--- config.mk ---
export PLATFORM = sky130hd
export DESIGN_NAME = slp_ctrl
export DESIGN_NICKNAME = d
export VERILOG_FILES = /design/src/hdl/slp_pkg.sv /design/src/hdl/slp_ctrl.sv
export SDC_FILE = /design/constraint.sdc
export NUM_CORES = 1
export LEC_CHECK = 0
export ABC_CLOCK_PERIOD_IN_PS = 2850
export BUFFER_PORTS_ARGS = -buffer_cell sky130_fd_sc_hd__buf_2
export CAP_MARGIN = 0
export CORE_ASPECT_RATIO = 1.75
export CORE_MARGIN = 2
export CORE_UTILIZATION = 40
export CTS_CLUSTER_SIZE = 20
export DETAILED_ROUTE_END_ITERATION = 8
export PLACE_DENSITY_LB_ADDON = 0.05
export SYNTH_ARGS = -nofsm -noshare
export SYNTH_HDL_FRONTEND = slang
export SYNTH_SLANG_ARGS = --single-unit
--- constraint.sdc ---
create_clock -name clk -period 2.85 [get_ports clk]
set_input_delay 0.57 -clock clk [delete_from_list [all_inputs] [get_ports clk]]
set_output_delay 0.57 -clock clk [all_outputs]
set_load 0.01 [all_outputs]
--- src/hdl/slp_pkg.sv ---
// Shared types and constants for the scope latency profiler.
// No dependencies.
`timescale 1ns / 1ps
package slp_pkg;
	localparam int SLOTS_DEF = 32;
	localparam int SLOT_W = 5;
	localparam int HIT_W = 24;
	localparam int TOT_W = 48;
	localparam int TS_W = 32;
	localparam int FPR_W = 8;
	localparam logic [FPR_W-1:0] FPR_RESET = 8'd120;

	localparam logic [1:0] REQ_START = 2'd0;
	localparam logic [1:0] REQ_STOP  = 2'd1;
	localparam logic [1:0] REQ_FRAME = 2'd2;

	// controller -> datapath commands
	typedef struct packed {
		logic rd;       // read slot stats
		logic upd;      // write back start/stop update
		logic clr;      // clear stats of slot at rpt index
		logic div_go;   // start both dividers
		logic emit;     // present a report item
	} cmd_t;

	typedef struct packed {
		logic div_done;
	} sts_t;
endpackage

--- src/hdl/slp_ctrl.sv ---
// Controller: sequences slot updates, frame counting and the report walk.
// Uses slp_pkg.
`timescale 1ns / 1ps
module slp_ctrl #(
	parameter int SLOTS = slp_pkg::SLOTS_DEF,
	parameter int IW = (SLOTS > 1) ? $clog2(SLOTS) : 1
) (
	input  logic clk,
	input  logic arst_n,
	input  logic start,
	input  logic [1:0] req_type,
	input  logic [slp_pkg::SLOT_W-1:0] slot,
	input  logic [slp_pkg::FPR_W-1:0] frames_per_report,
	input  slp_pkg::sts_t sts,
	output slp_pkg::cmd_t cmd,
	output logic [IW-1:0] rpt_idx,
	output logic rpt_last,
	output logic busy,
	output logic strobe
);
	localparam logic [1:0] ST_IDLE = 2'd0;
	localparam logic [1:0] ST_UPD  = 2'd1;
	localparam logic [1:0] ST_DIV  = 2'd2;
	localparam logic [1:0] ST_EMIT = 2'd3;

	logic [1:0] state_q;
	logic [slp_pkg::FPR_W-1:0] frame_q, fnext;
	logic [IW-1:0] idx_q;
	logic go_q;
	logic acc, hit;

	assign acc = start && !busy;
	assign fnext = frame_q + 8'd1;
	assign hit = (req_type == slp_pkg::REQ_START || req_type == slp_pkg::REQ_STOP)
		&& (32'(slot) < SLOTS);
	assign busy = (state_q != ST_IDLE);
	assign rpt_idx = idx_q;
	assign rpt_last = (32'(idx_q) == SLOTS - 1);
	assign strobe = (state_q == ST_EMIT);

	always_comb begin
		cmd = '0;
		cmd.rd = acc && hit;
		cmd.upd = (state_q == ST_UPD);
		cmd.div_go = go_q;
		cmd.emit = (state_q == ST_EMIT);
		cmd.clr = (state_q == ST_EMIT);
	end

	always_ff @(posedge clk or negedge arst_n) begin
		if (!arst_n) begin
			state_q <= ST_IDLE;
			frame_q <= '0;
			idx_q <= '0;
			go_q <= 1'b0;
		end else begin
			go_q <= 1'b0;
			case (state_q)
				ST_IDLE: begin
					if (acc && hit)
						state_q <= ST_UPD;
					else if (acc && req_type == slp_pkg::REQ_FRAME) begin
						if (fnext == frames_per_report) begin
							frame_q <= '0;
							idx_q <= '0;
							go_q <= 1'b1;
							state_q <= ST_DIV;
						end else
							frame_q <= fnext;
					end
				end
				ST_UPD: state_q <= ST_IDLE;
				ST_DIV: begin
					if (sts.div_done)
						state_q <= ST_EMIT;
				end
				ST_EMIT: begin
					if (rpt_last)
						state_q <= ST_IDLE;
					else begin
						idx_q <= idx_q + IW'(1);
						go_q <= 1'b1;
						state_q <= ST_DIV;
					end
				end
				default: state_q <= ST_IDLE;
			endcase
		end
	end
endmodule

After elaboration in Yosys (flattened, before gate mapping)
Index checks and enable logic that the tools add are counted.

Flip-flop bits (word level): 16. Output and inout port bits: 13.

Add/sub/neg operators: 2. Equality and inequality tests: 14. Muxes and demuxes: 17. Bitwise logic cells: 1. Reductions and logical operators: 12.

Operator list (number): $mux 5 (4); $mux 2 (5); $ne 2x2->1 const B (5); $pmux 5 s2 (1); $add 8x1->8 const B (1); $eq 8x8->1 (1); $mux 8 (1); $pmux 2 s4 (1); $eq 2x2->1 const B (3); $ne 3x3->1 const B (2); $reduce_and 3->1 (2); $add 5x1->5 const B (1); $eq 5x5->1 const B (1); $reduce_and 5->1 (1); $eq 2x1->1 const B (2); $logic_not 2->1 (2); $mux 1 (4); $reduce_bool 2->1 (2); $logic_and 1x1->1 (3); $pmux 1 s2 (1); $logic_not 1->1 (1); $logic_or 1x1->1 (1); $not 1->1 (1).

Longest topological paths before layout
Gate-level depths: netlist of run 1.

Word-level depth: 7. Mapped depth: 8. Depth with buffers taken out: 8.

Worst setup path before layout of run 1
OpenSTA, ideal clock, no wires.

Path kind: input port to flip-flop. From: in frames_per_report[7] (netlist bit). To: reg idx_q[2] (netlist: rpt_idx[2]). Setup time: 0.080 ns. Arrival: 2.039 ns. Required time: 2.770 ns. Setup slack: 0.731 ns. Cell stages on the path: 6. Path buffers: 0. Cells stage by stage: xnor2_2 > or3b_1 > mux2i_2 > a41oi_4 > or4_4 > o211ai_2.

Longest elaborated chain between the ends: 3.

RTL lines: start, declared (line slp_ctrl.sv:13) `input logic [slp_pkg::FPR_W-1:0] frames_per_report,`; $eq 8x8->1 (line slp_ctrl.sv:63) `if (fnext == frames_per_report) begin`; $ne 2x2->1 (no source line); $reduce_and 5->1 (no source line); end signal, assigned (line slp_ctrl.sv:81) `idx_q <= idx_q + IW'(1);`; end, declared (line slp_ctrl.sv:28) `logic [IW-1:0] idx_q;`.

No other way between the ends. A chain may end at the register's enable or synchronous reset.

Worst setup path after layout of run 1
From: reg frame_q[0] (netlist bit). To: reg frame_q[0] (netlist bit).

Longest elaborated chain between the ends: 3.

RTL lines: start, declared (line slp_ctrl.sv:27) `logic [slp_pkg::FPR_W-1:0] frame_q, fnext;`; start signal, assigned (line slp_ctrl.sv:69) `frame_q <= fnext;`; $add 8x1->8 (*) (line slp_ctrl.sv:33) `assign fnext = frame_q + 8'd1;`; $eq 8x8->1 (line slp_ctrl.sv:63); $mux 8 (*) (line slp_ctrl.sv:63).

Every way passes the cells marked *; elsewhere a longest branch is shown, timed or not.

==> out/qor.txt, run 1 <==
asr flop ratio synth: 100%
port buffer count: 26
WL per Instance: 14.4 um
post-synthesis sequential area ratio: 30.8%
slew margin rel.: 67.2%
clk_lat worst skew: 0.25 ns
Tcrit/Tclk final: 84.9%
fin crit period: 2.42 ns
met2 usage: 34.1%
Pwr Total: 1.16 mW
Final nets: 195
outcome: finished, final reports clean
Antenna Nets Post-Route: 0
Worst Hold Class: in -> async
DR vias/cell: 5.51
Clock Skews: 0.00227 ns
core footprint: 0.00311 mm2
Post-Syn Area per Cell: 9.08 um2
Total GRT Usage: 18.5%
Post-synth EDFFs: 0
Yosys reg bits: 16
met3 Use GR: 2.04%
CTS tree: yes
Post-Route Utilization: 48.6%
gp weighted congestion: 0.854
Boundary Pins: 32
leakage power total: 0.688 nW
site row count: 27
die area: 0.00374 mm2
Crit. End Element: flop
post-synth net total: 169
clk sink count: 16
Most Used Layer, Global Route: met2
Setup CP Type: reg -> reg
hpwl dp: 2400 um
Placement Cell Area: 0.00146 mm2
pwr dens: 767 mW/mm2
R2R cell count: 7
# resized after CTS: 0
arrival time worst endpoint: 2.56 ns
first-pass GRT wire length: 5060 um
Warnings, synthesis: 0
required time of the critical path: 2.99 ns
diode count: 0
layout cells sized above 1: 27.4%
Starting Density: 41.8%
Die Y: 79.4 um
Max Cap Viol: 0
initial antenna violation count: 0
RSZ-0062 raised after global routing: no
DR pass1 iterations: 4
Post-Layout Inst Area: 0.00151 mm2
synth unique cells: 46
worst-path maximum fanout: 10
met1 GRT Util: 20.2%
Layout area overhead: 16.4%
Min Hold Slack: 0.234 ns
Routed WL: 3050 um
Iter 0 DRT Violations: 48
main flop type after synthesis: dfrtp_1
Final Hold Fails: 0
CTS max path bufs: 2
Pins Over Slew Limit: 0
number of global-route vias before repair: 1112
clock-pin slew on the worst setup and hold paths: 0.07 ns
Syn Inst Count: 143
Tightest Pin Transition: 0.490 ns
routed vias: 1162
largest net degree at the start of global routing: 17
setup TNS: 0 ns
# hold bufs at CTS: 0
Netlist Area Pre-Place: 0.00130 mm2
setup bufs post-CTS: 0
CP Launch Type: flop
peak supply drop: 0.000432 V
grt ovf: 0
final setup fails: 0
Fmax: 413 MHz
Inserted Clock Buffers: 3
Chip Width: 47.1 um
H-tree Lvls: 1
final routed DRC violation total: 0
root buf cell: clkbuf_8
fill count: 325
critical path, stage by stage (launching register included):
cell     delay (ns)
dfrtp_1        0.43
ha_1           0.31
nand3_1        0.22
nor3_1         0.29
o221a_2        0.27
and3_1         0.39
nor2_2         0.13
mux2_2         0.28
per-stage QoR:
stage | instances | setup WS, ns
5_1_grt | 211 | 0.208
4_1_cts | 211 | 0.411
2_1_floorplan | 143 | 0.731
3_5_place_dp | 207 | 0.382
3_3_place_gp | 207 | 0.370
6_report | 211 | 0.431
layer usage:
metal,up-vias,share of wire [%]
li1,574,-
met1,566,40
met2,18,57
met3,4,2.0
met4,0,1.3
met5,-,0
path summary, 6_finish.rpt:
check	start	end	slack, ns
worst max-delay path	frame_q[0]$_DFFE_PN0P_	frame_q[0]$_DFFE_PN0P_	0.43
worst min-delay path	arst_n	frame_q[6]$_DFFE_PN0P_	0.23
worst max register to register	frame_q[0]$_DFFE_PN0P_	frame_q[0]$_DFFE_PN0P_	0.43
worst min register to register	frame_q[1]$_DFFE_PN0P_	frame_q[1]$_DFFE_PN0P_	0.55
max in group asynchronous	arst_n	rpt_idx[2]$_DFFE_PN0P_	2.33
min in group clk	frame_q[1]$_DFFE_PN0P_	frame_q[1]$_DFFE_PN0P_	0.55
power breakdown:
group          internal (mW)  total, mW  switching [mW]
sequential             0.292      0.377          0.0848
combinational          0.255      0.577           0.322
clock                  0.123      0.206          0.0829
state kept, by name, summed over array words and instances (netlist names):
| signal | count |
|---|---|
| frame_q | 8 |
| rpt_idx | 5 |
| go_q | 1 |
| state_q | 2 |
cells in the final DEF, fill, tap and decap left out, drive strengths merged, types with 3 or more instances in the layout:
master | synthesis | routed
nor3 | 7 | 7
nand3 | 9 | 9
xnor2 | 4 | 4
mux2i | 3 | 3
nand2 | 10 | 10
a21oi | 4 | 4
nor2b | 5 | 5
buf | 6 | 28
xor2 | 4 | 4
dfrtp | 16 | 16
a221o | 3 | 3
a22o | 4 | 4
and3 | 5 | 5
o21ai | 13 | 13
ha | 7 | 7
clkbuf | 1 | 4
nor2 | 10 | 10
inv | 6 | 6
cell families after synthesis:
family	synth area share, %
and+or+nand+nor	25.5
DFF	30.8
AOI/OAI and AO/OA	20.8
buffers and inverters	4.91
muxes	3.47
adders and majority gates	6.74
xor gates and xnor gates	7.71
Yosys cell counts (2+ instances only):
| cell type | n | area [um2] |
|---|---|---|
| a21oi_1 | 4 | 20.0 |
| a221o_2 | 3 | 33.8 |
| a22o_1 | 4 | 35.0 |
| a22oi_1 | 2 | 15.0 |
| and3_1 | 5 | 31.3 |
| buf_2 | 3 | 15.0 |
| buf_4 | 3 | 22.5 |
| dfrtp_1 | 16 | 400 |
| ha_1 | 7 | 87.6 |
| inv_1 | 6 | 22.5 |
| mux2i_1 | 2 | 20.0 |
| nand2_1 | 10 | 37.5 |
| nand2b_1 | 2 | 12.5 |
| nand3_1 | 9 | 45.0 |
| nand4b_1 | 2 | 17.5 |
| nor2_1 | 9 | 33.8 |
| nor2b_1 | 5 | 31.3 |
| nor3_1 | 6 | 30.0 |
| o21ai_0 | 12 | 60.1 |
| or3_1 | 2 | 12.5 |
| xnor2_1 | 3 | 26.3 |
| xor2_1 | 4 | 35.0 |
final cells by class:
cell class / count / area (um2) / area share, %
multi-input combinational: 114 / 835 / 55.2
timing repair buffer: 28 / 145 / 9.60
inverter: 6 / 22.5 / 1.49
clock buffer: 4 / 55.1 / 3.64
tap: 43 / 53.8 / 3.56
sequential: 16 / 400 / 26.5
Power figures use the tool's default switching activity.
==> run 2: changes to the inputs <==
- ABC_CLOCK_PERIOD_IN_PS: 2850 -> 1950
- clock period: 2.85 -> 1.95 ns (I/O delays scaled with it)
==> out/qor.txt, run 2 (same netlist as run 1, synthesis figures left out) <==
Sequential Power Share: 26.8% (-5.7 points)
Setup CP Type: reg -> reg
slew margin rel.: 73.3% (+6.1 points)
Layout area overhead: 37.3%
r2r setup slk: -0.07 ns (-0.51 ns)
max reg flops: 8 (unchanged)
CP Launch Point: frame_q[0]$_DFFE_PN0P_
Setup crit end: rpt_idx[2]$_DFFE_PN0P_
Routed WL: 3280 um (+7.6%)
PnR worst setup slack: -0.0744 ns (-0.506 ns)
root buf cell: clkbuf_8
Antenna Nets Post-Route: 0 (unchanged)
DR vias/cell: 5.29 (-3.9%)
Tightest Pin Transition: 0.401 ns (-0.0889 ns)
outcome: complete, but fails checks
H-tree Lvls: 1 (unchanged)
Final nets: 224 (+15%)
peak supply drop: 0.000784 V (+81%)
core footprint: 0.00311 mm2 (unchanged)
CTS max path bufs: 2 (unchanged)
site row count: 27 (unchanged)
fin crit period: 2.02 ns (-0.394 ns)
setup TNS: -0.199 ns (-0.199 ns)
Chip Width: 47.1 um (unchanged)
leakage power total: 0.836 nW (+22%)
initial antenna violation count: 0 (unchanged)
switching part of the total: 40.2% (-2.0 points)
r2r startpoint: frame_q[0]$_DFFE_PN0P_
Psw: 0.772 mW (+58%)
Gate power share: 57.3% (+7.5 points)
first-pass GRT wire length: 5240 um (+3.6%)
Reg2Reg Capture Point: rpt_idx[2]$_DFFE_PN0P_
largest net degree at the start of global routing: 17 (unchanged)
Min Hold Slack: 0.0579 ns (-0.176 ns)
Pins Over Slew Limit: 0 (unchanged)
post-place setup slack: -0.251 ns (-0.633 ns)
diode count: 0 (unchanged)
layout cells sized above 1: 43.1% (+16 points)
Inserted Clock Buffers: 3 (unchanged)
CTS tree: yes
Starting Density: 41.8% (unchanged)
Pwr Total: 1.92 mW (+66%)
Final Hold Fails: 0 (unchanged)
arrival time worst endpoint: 2.20 ns (-0.36 ns)
final routed DRC violation total: 0 (unchanged)
routed vias: 1270 (+9.3%)
hpwl dp: 2620 um (+9.3%)
number of global-route vias before repair: 1289 (+16%)
port buffer count: 26 (unchanged)
commonest cells after routing, fill and taps aside: buf_4 (31), buf_2 (26), dfrtp_1 (16), o21ai_0 (12), nand2_1 (10)
grt ovf: 0 (unchanged)
most flop-heavy register: frame_q
Crit. End Element: flop
die area: 0.00374 mm2 (unchanged)
Tcrit/Tclk final: 104% (+19 points)
Iter 0 DRT Violations: 34 (-29%)
DR pass1 iterations: 4 (unchanged)
final setup fails: 10 (+10)
Fmax: 494 MHz (+19%)
clk_lat worst skew: 0.25 ns (about the same)
failing checks: negative setup slack
Die Y: 79.4 um (unchanged)
most common cell after layout, fill and taps aside: buf_4
Boundary Pins: 32 (unchanged)
Power Internal: 1.15 mW (+71%)
R2R cell count: 7 (unchanged)
# hold bufs at CTS: 0 (unchanged)
Max Cap Viol: 0 (unchanged)
Clock Skews: 0.00511 ns (+0.00284 ns)
clk sink count: 16 (unchanged)
pwr dens: 1080 mW/mm2 (+40%)
Worst Hold Class: in -> async
worst-path maximum fanout: 8 (-2)
Clk pwr share: 15.8% (-1.9 points)
Total GRT Usage: 19.1% (+0.59 points)
required time of the critical path: 2.13 ns (-0.86 ns)
gp weighted congestion: 0.806 (-5.6%)
clock-pin slew on the worst setup and hold paths: 0.07 ns (about the same)
WL per Instance: 13.7 um (-5.4%)
RSZ-0062 raised after global routing: yes
CP Launch Type: flop
[run 2: cell count changes in the layout (fill, tap and decap cells not counted), sizes merged]
cell | before | now
buf | 28 | 57
[run 2: timing repair]
item / 4_1_cts / 5_1_grt
endpoints found under the setup margin: 16 / 18
buffers inserted: 0 / 1
gates resized for setup: 4 / 3
pin swaps: 3 / 3
[run 2: worst min-delay path by stage]
stage                 from                      to  slack, ns  cells past startpoint
floorplan           arst_n  frame_q[0]$_DFFE_PN0P_       0.09                      0
global placement    arst_n  frame_q[7]$_DFFE_PN0P_       0.34                      1
detailed placement  arst_n  frame_q[7]$_DFFE_PN0P_       0.34                      1
CTS                 arst_n  rpt_idx[0]$_DFFE_PN0P_       0.06                      1
global route        arst_n  rpt_idx[4]$_DFFE_PN0P_       0.08                      1
finish              arst_n  rpt_idx[4]$_DFFE_PN0P_       0.06                      1
[run 2: layout make-up]
cell class                 count  area, um2
inverter                       6       22.5
tap                           43       53.8
multi-input combinational    114        888
clock buffer                   4       55.1
fill                         293       1330
sequential                    16        400
timing repair buffer          57        363
[run 2: worst max-delay path: stages, from the launching register on]
cell      delay [ns]
dfrtp_1         0.42
ha_4            0.19
nand3_2         0.13
o21ai_0         0.23
o221a_2         0.26
a41oi_4         0.18
or4_4           0.45
o211ai_2        0.08
[run 2: layer usage]
metal,GRT usage (%),vias up,share of wire [%]
met5,0,-,0
met4,8.61,0,1.4
met3,2.26,4,3.2
met2,37.5,29,58
met1,17.4,607,37
li1,-,630,-
[run 2: power groups by stage]
stage	Clock [mW]	Combinational [mW]	Sequential (mW)
after floorplan	0	0.674	0.542
after global placement	0	1.05	0.518
after detailed placement	0	1.07	0.520
after CTS	0.318	1.09	0.513
after global routing	0.334	1.22	0.530
final	0.304	1.10	0.515
[run 2: metrics by stage]
step,instance area [um2],util [%],cells
final,1780,57.4,240
after global routing,1780,57.4,240
after CTS,1770,57.0,239
after detailed placement,1700,54.6,235
after global placement,1700,54.6,235
after floorplan,1330,-,143
==> run 3: changes to the inputs <==
- REMOVE_ABC_BUFFERS: unset -> 1
- SETUP_SLACK_MARGIN: unset -> 0.1
==> out/qor.txt, run 3 (same netlist as run 1, synthesis figures left out) <==
number of global-route vias before repair: 1341 (+4.0%)
Chip Width: 47.1 um (unchanged)
DR vias/cell: 5.41 (+2.2%)
Antenna Nets Post-Route: 0 (unchanged)
Boundary Pins: 32 (unchanged)
arrival time worst endpoint: 2.19 ns (about the same)
port buffer count: 26 (unchanged)
root buf cell: clkbuf_8
core footprint: 0.00311 mm2 (unchanged)
Worst Hold Class: in -> async
clk_lat worst skew: 0.25 ns (about the same)
first-pass GRT wire length: 6100 um (+16%)
site row count: 27 (unchanged)
CTS max path bufs: 2 (unchanged)
Post-Layout Inst Area: 0.00184 mm2 (+2.9%)
Cell Chain, Critical Path: ha_4 > xor2_2 > o211ai_1 > o221a_2 > a41oi_4 > buf_6 > o2bb2ai_1 > a311o_1
Tightest Pin Transition: 0.423 ns (+0.0222 ns)
Starting Density: 41.8% (unchanged)
Final nets: 228 (+1.8%)
Routed WL: 3620 um (+10%)
Iter 0 DRT Violations: 24 (-29%)
initial antenna violation count: 0 (unchanged)
fill count: 307 (+4.8%)
CP max-delay cell: dfrtp_1
peak supply drop: 0.000823 V (+4.9%)
slowest stage delay, CP: 0.41 ns (-0.04 ns)
failing checks: negative setup slack
CTS tree: yes
hpwl dp: 2740 um (+4.5%)
Min Hold Slack: 0.0632 ns (+0.00537 ns)
clock-pin slew on the worst setup and hold paths: 0.07 ns (about the same)
H-tree Lvls: 1 (unchanged)
Setup CP Type: reg -> reg
diode count: 0 (unchanged)
largest net degree at the start of global routing: 17 (unchanged)
Total GRT Usage: 22.2% (+3.1 points)
Max Cap Viol: 0 (unchanged)
Layout Cells excl Fill: 243 (+1.3%)
outcome: complete, but fails checks
Placement Cell Area: 0.00165 mm2 (-2.7%)
most flop-heavy register: frame_q
Die Y: 79.4 um (unchanged)
final setup fails: 14 (+4)
final routed DRC violation total: 0 (unchanged)
required time of the critical path: 2.09 ns (-0.04 ns)
# hold bufs at CTS: 0 (unchanged)
DP Cell Count: 233 (-0.85%)
Crit. End Element: flop
clk sink count: 16 (unchanged)
DR pass1 iterations: 4 (unchanged)
layout cells sized above 1: 45.5% (+2.4 points)
pwr dens: 1110 mW/mm2 (+3.4%)
Pins Over Slew Limit: 0 (unchanged)
slew margin rel.: 71.8% (-1.5 points)
most common cell after layout, fill and taps aside: buf_4
WL per Instance: 14.9 um (+8.9%)
RSZ-0062 raised after global routing: yes
routed vias: 1314 (+3.5%)
PnR worst setup slack: -0.106 ns (-0.0311 ns)
die area: 0.00374 mm2 (unchanged)
Pwr Total: 2.04 mW (+6.5%)
Tcrit/Tclk final: 105% (+1.6 points)
Layout area overhead: 41.3%
leakage power total: 0.846 nW (+1.1%)
CP Launch Type: flop
worst-path maximum fanout: 4 (-4)
max reg flops: 8 (unchanged)
gp weighted congestion: 0.803 (-0.40%)
Inserted Clock Buffers: 3 (unchanged)
Clock Skews: 0.00372 ns (-0.00138 ns)
commonest cells after routing, fill and taps aside: buf_4 (31), buf_2 (26), dfrtp_1 (16), nand2_1 (9), o21ai_0 (9)
Final Hold Fails: 0 (unchanged)
grt ovf: 0 (unchanged)
fin crit period: 2.06 ns (+0.0311 ns)
Fmax: 486 MHz (-1.5%)
[run 3: cell types whose count changed in the layout (fill, tap and decap cells not counted), sizes merged]
cell and delta:
clkbuf -1, buf +4
[run 3: through the flow]
step,TNS (ns),util [%],setup WS (ns)
2_1_floorplan,-0.679,-,-0.137
3_3_place_gp,-3.09,53.1,-0.272
3_5_place_dp,-3.04,53.1,-0.269
4_1_cts,-0.656,57.5,-0.0882
5_1_grt,-1.79,59.1,-0.159
6_report,-0.758,59.1,-0.106
[run 3: final timing paths]
check / startpoint / slack, ns / to / cells past startpoint
min in group clk: sts / 0.52 / state_q[1]$_DFFE_PN0P_ / 4
worst max-delay path: frame_q[0]$_DFFE_PN0P_ / -0.11 / rpt_idx[1]$_DFFE_PN0P_ / 8
max in group asynchronous: arst_n / 1.59 / rpt_idx[0]$_DFFE_PN0P_ / 1
worst min register to register: rpt_idx[3]$_DFFE_PN0P_ / 0.63 / rpt_idx[3]$_DFFE_PN0P_ / 2
worst max register to register: frame_q[0]$_DFFE_PN0P_ / -0.11 / rpt_idx[1]$_DFFE_PN0P_ / 8
worst min-delay path: arst_n / 0.06 / frame_q[7]$_DFFE_PN0P_ / 1
[run 3: where the power goes]
part	switching (mW)	leakage, nW	internal (mW)
Clock	0.126	0.0216	0.137
Sequential	0.0886	0.205	0.427
Combinational	0.611	0.619	0.653
Total	0.826	0.846	1.22
[run 3: area by class of cell]
cell class	instances	area, um2	area share [%]
Clock buffer	3	41.3	2.25
Inverter	6	22.5	1.23
Multi-Input combinational cell	114	910	49.6
Sequential cell	16	400	21.8
Tap cell	43	53.8	2.93
Timing Repair Buffer	61	408	22.2
[run 3: worst max-delay path: cells and delay by family, from the launching register on]
| family | cells | cell delay [ns] |
|---|---|---|
| compound gates | 5 | 1.03 |
| flops | 1 | 0.41 |
| fa+ha+maj | 1 | 0.20 |
| buf+inv | 1 | 0.16 |
| xor+xnor | 1 | 0.13 |
[run 3: timing repair]
item                                    CTS  global route
endpoints found under the setup margin   18            18
resized for setup                        18             7
pin swaps                                 9             4
buffers inserted                          4             3
[run 3: per-layer routing]
layer  vias up  GRT usage, %  part of all wire [%]
met1       638          23.3                    37
met2        33          42.2                    58
li1        637             -                     -
met5         -             0                     0
met3         6          2.04                   2.6
met4         0          7.78                   1.9
